===== src/hdl/semiplanar_yuv_block_to_rgb_macros.svh =====
// Assertion macros shared by the RTL of the YUV block to RGB converter.
// No dependencies; included by the files that carry assertions.
`ifndef SEMIPLANAR_YUV_BLOCK_TO_RGB_MACROS_SVH
`define SEMIPLANAR_YUV_BLOCK_TO_RGB_MACROS_SVH

// a implies c at the same edge
`define SYB_ASSERT_IMPLY(label, clk, rst_n, a, c) \
  label: assert property (@(posedge clk) disable iff (!rst_n) (a) |-> (c)) \
    else $error("assertion failed: a |-> c");

// a implies c at the following edge
`define SYB_ASSERT_NEXT(label, clk, rst_n, a, c) \
  label: assert property (@(posedge clk) disable iff (!rst_n) (a) |=> (c)) \
    else $error("assertion failed: a |=> c");

`endif


===== src/hdl/syb_pkg.sv =====
// Types, coefficients and the channel clamp of the YUV 4:2:0 block to RGB888 converter.
// No dependencies.
`default_nettype none

package syb_pkg;

  localparam int unsigned NumPix = 4;

  localparam logic [7:0]         LumaOffset = 8'd16;
  localparam logic [16:0]        LumaCoef   = 17'd298;
  localparam logic [16:0]        LumaMax    = 17'd71222;  // 298 * (255 - 16)
  localparam logic signed [18:0] RoundBias  = 19'sd128;
  localparam logic signed [18:0] CoefRv     = 19'sd409;
  localparam logic signed [18:0] CoefGu     = 19'sd100;
  localparam logic signed [18:0] CoefGv     = 19'sd208;
  localparam logic signed [18:0] CoefBu     = 19'sd516;
  localparam logic signed [18:0] ChanSat    = 19'sd65535;

  // raw word as taken from the input port
  typedef struct packed {
    logic [NumPix-1:0][7:0] luma;
    logic [7:0]             chroma_first;
    logic [7:0]             chroma_second;
  } raw_t;

  // after offset removal and chroma ordering
  typedef struct packed {
    logic [NumPix-1:0][7:0] luma;
    logic signed [8:0]      u;
    logic signed [8:0]      v;
  } prep_t;

  // scaled terms
  typedef struct packed {
    logic [NumPix-1:0][16:0] luma_term;
    logic signed [16:0]      term_r;
    logic signed [16:0]      term_g;
    logic signed [17:0]      term_b;
  } mult_t;

  typedef struct packed {
    logic [NumPix-1:0][23:0] rgb;
  } pix_t;

  function automatic logic [7:0] clamp_chan(input logic signed [18:0] s);
    logic [7:0] c;
    if (s <= 19'sd0) begin
      c = 8'h00;
    end else if (s >= ChanSat) begin
      c = 8'hFF;
    end else begin
      c = s[15:8];
    end
    return c;
  endfunction

endpackage

`default_nettype wire


===== src/hdl/syb_prep.sv =====
// First pipeline stage: luma offset with floor at zero, chroma centring and U/V ordering.
// Depends on syb_pkg.
`default_nettype none

module syb_prep (
  input  logic          clk,
  input  logic          rst_n,
  input  logic          chroma_order,
  input  logic          s_valid,
  output logic          s_ready,
  input  syb_pkg::raw_t s_data,
  output logic          m_valid,
  input  logic          m_ready,
  output syb_pkg::prep_t m_data
);
  import syb_pkg::*;

  logic  valid_r;
  prep_t data_r;
  prep_t data_nxt;
  logic signed [8:0] c0;
  logic signed [8:0] c1;

  assign s_ready = !valid_r || m_ready;

  always_comb begin
    c0 = $signed({1'b0, s_data.chroma_first}) - 9'sd128;
    c1 = $signed({1'b0, s_data.chroma_second}) - 9'sd128;
    for (int i = 0; i < NumPix; i++) begin
      data_nxt.luma[i] = (s_data.luma[i] > LumaOffset) ? s_data.luma[i] - LumaOffset : 8'd0;
    end
    // NV21 carries V first
    if (chroma_order) begin
      data_nxt.v = c0;
      data_nxt.u = c1;
    end else begin
      data_nxt.u = c0;
      data_nxt.v = c1;
    end
  end

  always_ff @(posedge clk) begin
    if (!rst_n) begin
      valid_r <= 1'b0;
    end else if (s_ready) begin
      valid_r <= s_valid;
    end
  end

  always_ff @(posedge clk) begin
    if (s_ready && s_valid) begin
      data_r <= data_nxt;
    end
  end

  assign m_valid = valid_r;
  assign m_data  = data_r;

endmodule

`default_nettype wire


===== src/hdl/syb_mult.sv =====
// Second pipeline stage: luma scaling and the BT.601 chroma terms.
// Depends on syb_pkg.
`default_nettype none

module syb_mult (
  input  logic           clk,
  input  logic           rst_n,
  input  logic           s_valid,
  output logic           s_ready,
  input  syb_pkg::prep_t s_data,
  output logic           m_valid,
  input  logic           m_ready,
  output syb_pkg::mult_t m_data
);
  import syb_pkg::*;

  logic  valid_r;
  mult_t data_r;
  mult_t data_nxt;
  logic signed [18:0] u_x;
  logic signed [18:0] v_x;
  logic signed [18:0] r_w;
  logic signed [18:0] g_w;
  logic signed [18:0] b_w;

  assign s_ready = !valid_r || m_ready;

  always_comb begin
    u_x = 19'(s_data.u);
    v_x = 19'(s_data.v);
    r_w = RoundBias + CoefRv * v_x;
    g_w = RoundBias - CoefGu * u_x - CoefGv * v_x;
    b_w = RoundBias + CoefBu * u_x;
    for (int i = 0; i < NumPix; i++) begin
      data_nxt.luma_term[i] = 17'(s_data.luma[i]) * LumaCoef;
    end
    // values fit their narrower fields
    data_nxt.term_r = r_w[16:0];
    data_nxt.term_g = g_w[16:0];
    data_nxt.term_b = b_w[17:0];
  end

  always_ff @(posedge clk) begin
    if (!rst_n) begin
      valid_r <= 1'b0;
    end else if (s_ready) begin
      valid_r <= s_valid;
    end
  end

  always_ff @(posedge clk) begin
    if (s_ready && s_valid) begin
      data_r <= data_nxt;
    end
  end

  assign m_valid = valid_r;
  assign m_data  = data_r;

endmodule

`default_nettype wire


===== src/hdl/syb_pack.sv =====
// Third pipeline stage: channel sums, clamp to 0..255 and RGB888 packing into the output register.
// Depends on syb_pkg.
`default_nettype none

module syb_pack (
  input  logic           clk,
  input  logic           rst_n,
  input  logic           s_valid,
  output logic           s_ready,
  input  syb_pkg::mult_t s_data,
  output logic           m_valid,
  input  logic           m_ready,
  output syb_pkg::pix_t  m_data
);
  import syb_pkg::*;

  logic valid_r;
  pix_t data_r;
  pix_t data_nxt;
  logic signed [18:0] luma_x;
  logic signed [18:0] sum_r;
  logic signed [18:0] sum_g;
  logic signed [18:0] sum_b;

  assign s_ready = !valid_r || m_ready;

  always_comb begin
    luma_x = '0;
    sum_r  = '0;
    sum_g  = '0;
    sum_b  = '0;
    for (int i = 0; i < NumPix; i++) begin
      luma_x = $signed({2'b00, s_data.luma_term[i]});
      sum_r  = luma_x + 19'(s_data.term_r);
      sum_g  = luma_x + 19'(s_data.term_g);
      sum_b  = luma_x + 19'(s_data.term_b);
      data_nxt.rgb[i] = {clamp_chan(sum_r), clamp_chan(sum_g), clamp_chan(sum_b)};
    end
  end

  always_ff @(posedge clk) begin
    if (!rst_n) begin
      valid_r <= 1'b0;
    end else if (s_ready) begin
      valid_r <= s_valid;
    end
  end

  always_ff @(posedge clk) begin
    if (s_ready && s_valid) begin
      data_r <= data_nxt;
    end
  end

  assign m_valid = valid_r;
  assign m_data  = data_r;

endmodule

`default_nettype wire


===== src/hdl/semiplanar_yuv_block_to_rgb.sv =====
// YUV 4:2:0 semiplanar (NV12/NV21) 2x2 block to four RGB888 pixels, BT.601 integer maths.
// Input acceptance and out_valid are separated by the offset, multiply and sum/clamp stage registers.
// Throughput one block per clock while out_ready is high; each stage holds its word and loads when downstream frees it.
// Synchronous active-low reset empties the pipeline and sets chroma_order to 0 (NV12).
// Depends on syb_pkg, syb_prep, syb_mult, syb_pack and the assertion macro header.
`default_nettype none
`include "semiplanar_yuv_block_to_rgb_macros.svh"

module semiplanar_yuv_block_to_rgb (
  input  logic        clk,
  input  logic        rst_n,
  input  logic        cfg_valid,
  output logic        cfg_ready,
  input  logic        cfg_chroma_order,
  input  logic        in_valid,
  output logic        in_ready,
  input  logic [7:0]  in_luma_top_left,
  input  logic [7:0]  in_luma_top_right,
  input  logic [7:0]  in_luma_bottom_left,
  input  logic [7:0]  in_luma_bottom_right,
  input  logic [7:0]  in_chroma_first,
  input  logic [7:0]  in_chroma_second,
  output logic        out_valid,
  input  logic        out_ready,
  output logic [23:0] out_rgb_top_left,
  output logic [23:0] out_rgb_top_right,
  output logic [23:0] out_rgb_bottom_left,
  output logic [23:0] out_rgb_bottom_right
);
  import syb_pkg::*;

  logic  chroma_order_r;
  raw_t  raw_word;
  logic  prep_valid;
  logic  prep_ready;
  prep_t prep_word;
  logic  mult_valid;
  logic  mult_ready;
  mult_t mult_word;
  pix_t  pix_word;
  logic  luma_in_range;

  assign cfg_ready = 1'b1;

  always_ff @(posedge clk) begin
    if (!rst_n) begin
      chroma_order_r <= 1'b0;
    end else if (cfg_valid && cfg_ready) begin
      chroma_order_r <= cfg_chroma_order;
    end
  end

  assign raw_word.luma[0]       = in_luma_top_left;
  assign raw_word.luma[1]       = in_luma_top_right;
  assign raw_word.luma[2]       = in_luma_bottom_left;
  assign raw_word.luma[3]       = in_luma_bottom_right;
  assign raw_word.chroma_first  = in_chroma_first;
  assign raw_word.chroma_second = in_chroma_second;

  syb_prep u_prep (
    .clk          (clk),
    .rst_n        (rst_n),
    .chroma_order (chroma_order_r),
    .s_valid      (in_valid),
    .s_ready      (in_ready),
    .s_data       (raw_word),
    .m_valid      (prep_valid),
    .m_ready      (prep_ready),
    .m_data       (prep_word)
  );

  syb_mult u_mult (
    .clk     (clk),
    .rst_n   (rst_n),
    .s_valid (prep_valid),
    .s_ready (prep_ready),
    .s_data  (prep_word),
    .m_valid (mult_valid),
    .m_ready (mult_ready),
    .m_data  (mult_word)
  );

  syb_pack u_pack (
    .clk     (clk),
    .rst_n   (rst_n),
    .s_valid (mult_valid),
    .s_ready (mult_ready),
    .s_data  (mult_word),
    .m_valid (out_valid),
    .m_ready (out_ready),
    .m_data  (pix_word)
  );

  assign out_rgb_top_left     = pix_word.rgb[0];
  assign out_rgb_top_right    = pix_word.rgb[1];
  assign out_rgb_bottom_left  = pix_word.rgb[2];
  assign out_rgb_bottom_right = pix_word.rgb[3];

  assign luma_in_range = (mult_word.luma_term[0] <= LumaMax) &&
                         (mult_word.luma_term[1] <= LumaMax) &&
                         (mult_word.luma_term[2] <= LumaMax) &&
                         (mult_word.luma_term[3] <= LumaMax);

  // with the sink ready every stage can move, so the pipeline never throttles
  `SYB_ASSERT_IMPLY(a_no_backpressure, clk, rst_n, out_ready, in_ready)
  // a scaled word with a free output register lands there next cycle
  `SYB_ASSERT_NEXT(a_mult_to_out, clk, rst_n, mult_valid && out_ready, out_valid)
  // floored luma never exceeds 239, so its scaled term stays bounded
  `SYB_ASSERT_IMPLY(a_luma_bound, clk, rst_n, mult_valid, luma_in_range)

endmodule

`default_nettype wire


===== config.mk =====
export PLATFORM = sky130hd
export DESIGN_NAME = semiplanar_yuv_block_to_rgb
export DESIGN_NICKNAME = d
export VERILOG_FILES = /design/src/hdl/syb_pkg.sv /design/src/hdl/syb_prep.sv /design/src/hdl/syb_mult.sv /design/src/hdl/syb_pack.sv /design/src/hdl/semiplanar_yuv_block_to_rgb.sv
export VERILOG_INCLUDE_DIRS = /design/src /design/src/hdl
export SDC_FILE = /design/constraint.sdc
export NUM_CORES = 1
export LEC_CHECK = 0
export ABC_CLOCK_PERIOD_IN_PS = 5300
export BUFFER_PORTS_ARGS = -buffer_cell sky130_fd_sc_hd__clkbuf_2
export CORE_UTILIZATION = 40
export DETAILED_ROUTE_END_ITERATION = 7
export GPL_ROUTABILITY_DRIVEN = 0
export HOLD_SLACK_MARGIN = 0.03
export PLACE_DENSITY_LB_ADDON = 0.2
export SLEW_MARGIN = 20
export SYNTH_ARGS = -nofsm -noshare
export SYNTH_HDL_FRONTEND = slang
export SYNTH_HIERARCHICAL = 1
export SYNTH_SLANG_ARGS = --single-unit

===== constraint.sdc =====
create_clock -name clk -period 5.3 [get_ports clk]
set_clock_uncertainty 0.15 [all_clocks]
set_input_delay 0.53 -clock clk [delete_from_list [all_inputs] [get_ports clk]]
set_output_delay 0.53 -clock clk [all_outputs]
set_load 0.02 [all_outputs]

Word-level counts from Yosys, hierarchy flattened

Index checks and enable logic that the tools add are counted.

Word-level logic and storage cells: 109
Flip-flop bits (word level): 266
Bits of input ports: 54
Output and inout port bits: 99

$lt $le $gt $ge: 28
$mul: 8
Add/subtract/negate cells: 22
Reductions and logical operators: 9
Multiplexer cells: 13

Operators with widths:

| operator              | number |
|---|---|
| $ge 19x17->1 const B  | 12 |
| $le 19x1->1 const B   | 12 |
| $add 18x17->19        | 8 |
| $mux 8                | 12 |
| $add 18x18->19        | 4 |
| $mul 8x8->16 const B  | 4 |
| $gt 8x5->1 const B    | 4 |
| $sub 8x5->8 const B   | 4 |
| $add 9x18->18 const A | 1 |
| $mux 18               | 1 |
| $sub 8x8->9 const B   | 2 |
| $add 9x17->17 const A | 1 |
| $mul 10x9->17 const A | 1 |
| $sub 17x17->17        | 1 |
| $sub 9x17->17 const A | 1 |
| $mul 9x9->16 const A  | 1 |
| $mul 6x9->15 const A  | 1 |
| $mul 5x9->13 const A  | 1 |
| $logic_and 1x1->1     | 3 |
| $logic_not 1->1       | 3 |
| $logic_or 1x1->1      | 3 |

Longest topological paths before layout

Gate-level depths: netlist of the first run.

Depth in word-level cells: 5
Mapped depth: 22
Mapped depth without buffers: 22

Modules after synthesis

The synthesis of the first run kept the hierarchy.

By module, submodules not included:

| module                      | area an instance (µm²) | times used | cells each | seq. area each (µm²) |
|---|---|---|---|---|
| syb_pack                    | 12283.0                | 1          | 1396       | 2902.8 |
| syb_mult                    | 11634.9                | 1          | 1045       | 3353.2 |
| syb_prep                    | 2218.4                 | 1          | 155        | 1461.4 |
| semiplanar_yuv_block_to_rgb | 47.5                   | 1          | 5          | 20.0 |

Worst setup path before layout of the first run

Ideal clock, no wire load.

Path kind: reg-to-reg
Start point: register u_prep.data_r (netlist bit u_prep/m_data[10])
End point: register u_mult.data_r (netlist bit u_mult/m_data[34]), data pin
Stages on the path, launching flop included: 22
Arrival time: 4457 ps
Required time: 4889 ps
Period minus slack after synthesis: 4869 ps
Path buffers: 0
Setup time: 261 ps
Path slack: 431 ps
Path through: edfxtp_1 > ha_1 > fa_1 > ha_1 > ha_1 > inv_1 > fa_1 > nor2b_1 > o21ai_0 > a21oi_1 > o21a_1 > nor2_1 > xor2_1 > ha_1 > ha_1 > a22oi_1 > nand2_1 > o21ai_0 > o21ai_0 > a21oi_1 > xnor3_1 > xnor2_1

RTL lines:

| item                   | line           | source |
|---|---|---|
| start, declared        | syb_prep.sv:19 | `prep_t data_r;` |
| start signal, assigned | syb_prep.sv:52 | `data_r <= data_nxt;` |
| end signal, assigned   | syb_mult.sv:53 | `data_r <= data_nxt;` |
| end, declared          | syb_mult.sv:18 | `mult_t data_r;` |

==> results of run 1 <==
worst max-delay path, cell delays in order (launching register included):
cell,delay (ns)
edfxtp_1,0.41
buf_4,0.18
ha_1,0.19
fa_1,0.44
ha_1,0.30
ha_1,0.20
inv_1,0.07
fa_1,0.39
nor2b_1,0.13
o21ai_0,0.13
a21oi_1,0.19
o21a_1,0.13
nor2_1,0.05
xor2_1,0.15
ha_1,0.31
ha_2,0.33
a22oi_2,0.19
nand2_1,0.06
o21ai_0,0.10
o21ai_0,0.14
a21oi_2,0.16
xnor3_1,0.24
xnor2_1,0.13
through the flow:
step,setup WS [ns],cell area [µm²]
after floorplan,0.431,26200
after global placement,0.145,28000
after detailed placement,0.0294,28000
after CTS,0.0190,29000
after global routing,0.0380,29000
final,0.305,29000
routing by layer:
| layer | part of all wire [%] | vias up |
|---|---|---|
| li1 | - | 9918 |
| met1 | 47 | 9455 |
| met2 | 43 | 604 |
| met3 | 6.2 | 117 |
| met4 | 4.0 | 0 |
| met5 | 0 | - |
layout make-up:
cell class	instances	area, µm²
inverter	264	991
tap	855	1070
timing repair buffer	174	938
clock buffer	35	791
multi-input combinational	2059	17400
fill	6123	35500
sequential	259	7740
clock inverter	21	165
logic make-up (layout without fill, tap and decap cells):
logic type | after synthesis | count (layout) | synth area share [%]
adders and majority gates | 600 | 600 | 30.8
buffers and inverters | 290 | 494 | 4.34
DFF | 259 | 259 | 29.6
muxes | 25 | 25 | 1.04
other | 2 | 9 | 0.0287
and+or+nand+nor | 533 | 533 | 10.2
xor gates and xnor gates | 197 | 197 | 6.64
AOI/OAI and AO/OA | 695 | 695 | 17.4
cells in the final DEF, fill, tap and decap left out, types with 19 or more instances in the layout:
master / n
o211ai_1: 23
a21oi_1: 211
buf_4: 19
edfxtp_1: 255
o21bai_1: 23
a31oi_1: 24
nand2_1: 119
nand2b_1: 21
xnor2_1: 135
o21ai_0: 121
a211oi_1: 20
ha_1: 524
clkbuf_16: 31
nor2b_1: 39
clkbuf_2: 151
nand3_1: 50
xor2_1: 61
nor3_1: 40
o21a_1: 60
inv_1: 264
fa_1: 75
a21o_1: 78
nor2_1: 138
cell usage after synthesis (all sizes together) (6+ instances only):
cell type | instances | area share (%)
buf | 20 | 0.47
o21a | 60 | 1.7
a211oi | 21 | 0.62
nand2 | 119 | 1.7
a21oi | 221 | 4.4
fa | 75 | 5.7
nor2b | 39 | 0.93
o2111ai | 6 | 0.20
mux2i | 8 | 0.31
xor2 | 61 | 2.0
o21ai | 127 | 2.4
mux2 | 17 | 0.73
or3 | 17 | 0.41
nor3 | 40 | 0.76
a31o | 11 | 0.37
nand2b | 21 | 0.50
a31oi | 25 | 0.65
and3 | 16 | 0.38
a221oi | 6 | 0.22
nor3b | 7 | 0.20
o211ai | 23 | 0.66
nor4 | 10 | 0.30
o31ai | 14 | 0.40
nor2 | 138 | 2.0
nand3 | 50 | 0.96
or2 | 16 | 0.38
and2 | 20 | 0.48
a2111oi | 18 | 0.73
o21bai | 23 | 0.66
clkbuf | 6 | 0.086
a21boi | 9 | 0.26
edfxtp | 255 | 29
a211o | 6 | 0.20
a21o | 78 | 2.2
ha | 525 | 25
inv | 264 | 3.8
xnor2 | 135 | 4.5
a2111o | 6 | 0.26
nand4 | 15 | 0.36
flip-flops by register name, indices dropped and copies added, names as in the netlist:
name            count
u_mult/m_data     111
u_pack/m_data      96
u_mult/m_valid      1
u_prep/m_valid      1
u_prep/m_data      48
chroma_order_r      1
u_pack/m_valid      1
worst paths after layout:
check                                from           endpoint  slack (ns)  cells past startpoint
setup / recovery        u_prep/m_data[10]  u_mult/m_data[34]        0.31                     22
hold reg to reg            u_mult/m_valid     u_pack/m_valid        0.33                      2
hold / removal    in_luma_bottom_right[1]  u_prep/m_data[43]        0.10                      2
setup reg to reg        u_prep/m_data[10]  u_mult/m_data[34]        0.31                     22
power by group through the flow:
stage | clock network, mW | logic, mW | registers (mW)
after detailed placement | 0 | 8.88 | 3.63
after global placement | 0 | 8.70 | 3.63
after CTS | 2.13 | 8.96 | 3.59
final | 2.06 | 9.08 | 3.59
after floorplan | 0 | 6.80 | 3.37
after global routing | 2.20 | 10.1 | 3.61
repair_timing:
action	in CTS	in global routing
hold buffers	4	0
gates resized for setup	0	3
setup endpoints to repair	0	1
setup buffers	0	6
hold endpoints to repair	3	0
==> metrics, run 1 <==
status finished clean; cell internal pwr a little under 8 mW; # DRC 0; post-synthesis average cell area just over 10 µm²; critical path capture point type register; Period minus WS final approximately 5.0 ns; Syn. warnings 6; I/O Pins 153; antenna violations before repair 0; final core occ between 40 and 50%; Core Rows just over 90; met3 Resource Use GR under 10%; drt pass-1 iters 6; Total Wirelength 69.0 mm; max_slew headroom 42.2%; # nets final 3443; port bufs 151; Max-Cap Viols 0; Post-Syn Area 0.0262 mm²; met2 Resource Use GR 32.1%; hpwl dp 55.3 mm; synthesized flop and latch total 259; Async S/R FF share, synth 0%; die area ~0.066 mm²; non-filler instance count after layout ~3700; WP data required 5.50 ns; hold_ws 0.101 ns; Iter 0 DRT Violations 1388; Tot GR Track Use ~20%; layer with the highest usage met2; Layout area overhead 10.9%; Critical Path Fanout Max 6; switching share of power 46.0%; share of cells above drive strength 1 10.1%; number of synthesized flops with an enable pin 255; CTS Buf Count 31; diode count 0; fmax 200 MHz; unrepaired setup endpoints after global routing false; Fin. Hold Viols 0; drt wl/cell between 15 and 20 µm; Clk network pwr share 14.0%; largest net degree at the start of global routing 55; Post-Synthesis Cells 2601; remaining global-route overflow 0; setup TNS 0 ns; ys flop type edfxtp_1; Gate power share 61.6%; Max VDD drop 0.000293 V; Design Power about 15 mW; die span in y 258 µm; Slew Limit Fails 0; period utilization about 94%; clk_lat worst skew 0.60 ns; met1 Track Usage GR 28.1%; post-synth cell types 85; first-pass GRT wire length 107 mm; Slew @ Worst Pin 0.866 ns; clock buffer depth 3; H-tree levels 1; via/cell ratio 5.48; Core Footprint 0.0646 mm²; HP Class in2reg; post-synthesis sequential area ratio 29.6%; die width 258 µm; crit path launch type register; via count between 20000 and 25000; Sequential Power Share 24.4%; PD cells about 510 mW/mm²; NetSw 6.78 mW; Initial Utilization between 40% and 50%; worst path arrival time 5.19 ns; root buffer cell clkbuf_16; placed instance count approximately 3600; vias in the first global route 19600; Worst-path clk slew 0.07 ns; critical path class reg2reg; ANT nets after route 0; Setup Viol. Count Final 0; CTS tree done; Num Clock Sinks about 260; leakage power 13.1 nW
No activity file was read; power rests on OpenSTA's default activity.
==> inputs of run 2 (changes only) <==
BUFFER_PORTS_ARGS = default   (was -buffer_cell sky130_fd_sc_hd__clkbuf_2)
DONT_BUFFER_PORTS = 1   (was default)
==> run 2 against run 1 <==
Effect of this change: final area is 1.9% lower; largest power group unchanged; critical path depth is 1 lower; utilization shrank 0.85 points; highest routed layer unchanged; cell count decreased by 4.0%.
==> metrics, run 2 (synthesis gave the netlist of run 1 again) <==
status finished clean; non-filler instance count after layout 3522; share of cells above drive strength 1 between 4 and 5%; Core Footprint ~0.065 mm²; Fin. Hold Viols 0; largest net degree at the start of global routing 53; Period minus WS final 5.00 ns; drt pass-1 iters 6; vias in the first global route 19000; CTS Buf Count 34; # DRC 0; clk_lat worst skew 0.56 ns; crit path launch type register; commonest cells after routing, fill and taps aside ha_1 (524), inv_1 (264), edfxtp_1 (255), a21oi_1 (211), nor2_1 (138); first-pass GRT wire length 107 mm; Slew Limit Fails 0; antenna violations before repair 0; diode count 0; PD cells 526 mW/mm²; Layout area overhead 8.84%; via count 19600; critical path capture point type register; HP Class in2reg; Max VDD drop 0.000331 V; Tot GR Track Use 20.8%; Total Wirelength 69.4 mm; via/cell ratio roughly 5.6; CTS tree done; H-tree levels 2; worst path arrival time 5.14 ns; Storage cell area roughly 0.0077 mm²; placed instance count 3451; area of the multi-input gates 0.0173 mm²; finished layout cell area 0.0285 mm²; WP data required 5.44 ns; Iter 0 DRT Violations about 1400; remaining global-route overflow 0; setup TNS 0 ns; Critical Path Fanout Max 5; clock buffer depth 3; commonest non-fill, non-tap cell in the layout ha_1; Setup Viol. Count Final 0; Max-Cap Viols 0; Placed Area 0.0272 mm²; max_slew headroom 44.3%; Initial Utilization 40.5%; hpwl dp 55.4 mm; drt wl/cell 19.7 µm; unrepaired setup endpoints after global routing false; max FFs per register 111; critical path class reg2reg; period utilization 94.3%; Filler cells 6089; die span in y between 200 and 300 µm; Core Rows 93; fmax 200 MHz; # nets final 3300; die width 258 µm; ANT nets after route 0; port bufs 0; Num Clock Sinks 259; leakage power 12.6 nW; I/O Pins around 150; Worst-path clk slew 0.06 ns; Slew @ Worst Pin 0.836 ns; die area 0.0665 mm²; root buffer cell clkbuf_16
## run 2: cell count changes in the layout (fill, tap and decap cells not counted), moves of 4 or more
cell,previous run,this run
dlygate4sd3_1,4,10
clkbuf_16,31,35
bufinv_16,1,5
inv_6,7,2
clkbuf_2,151,0
## run 2: layout make-up
cell class,instances,share of cell area (%)
well taps,855,3.75
clock buffers,39,3.13
flip-flops and latches,259,27.2
inverters,264,3.48
repair buffers,28,0.825
multi-input cells,2059,60.9
clock inverters,18,0.790
## run 2: timing repair
item	CTS	global route
setup buffers	0	4
endpoints found under the hold margin	11	0
hold buffers	10	0
resized for setup	0	5
setup endpoints to repair	0	2
## run 2: worst max-delay path, cell delays in order, from the launching register on
cell      delay (ns)
edfxtp_1        0.46
ha_1            0.33
fa_1            0.50
ha_1            0.31
ha_1            0.20
inv_1           0.07
fa_1            0.40
nor2b_1         0.13
o21ai_1         0.09
a21oi_2         0.15
o21a_1          0.12
nor2_1          0.05
xor2_1          0.15
ha_1            0.31
ha_2            0.32
a22oi_1         0.19
nand2_1         0.07
o21ai_0         0.09
o21ai_0         0.12
a21oi_1         0.17
xnor3_1         0.25
xnor2_1         0.13
## run 2: worst paths after layout
kind                           from                 to  slack [ns]  depth (start not counted)
min          in_luma_bottom_left[0]  u_prep/m_data[34]        0.06                          1
max reg2reg       u_prep/m_data[11]  u_mult/m_data[34]        0.30                         21
max               u_prep/m_data[11]  u_mult/m_data[34]        0.30                         21
min reg2reg          u_prep/m_valid     u_mult/m_valid        0.33                          2
## run 2: power by group
group	switching, mW	total (mW)	internal (mW)
Clock	0.915	2.36	1.45
Combinational	5.13	8.87	3.75
Sequential	0.731	3.74	3.01
Total	6.77	15.0	8.20
## run 2: metal layers
metal  up-vias  part of all wire, %  track usage [%]  wire [µm]
li1       9640                    -                -          -
met1      9235                   48             29.2      33500
met2       600                   44             33.0      30300
met3       104                  5.1             2.74       3540
met4         0                  2.9             6.31       2030
met5         -                    0                0          0
## run 2: per-stage QoR
step,hold slack [ns],worst slack (ns),utilization (%),power (mW)
5_1_grt,0.0416,0.0381,44.1,16.1
6_report,0.0580,0.304,44.1,15.0
3_3_place_gp,0.311,0.180,42.2,12.3
2_1_floorplan,0.294,0.431,-,10.2
3_5_place_dp,0.327,0.0699,42.2,12.5
4_1_cts,0.0309,0.0574,44.1,14.9
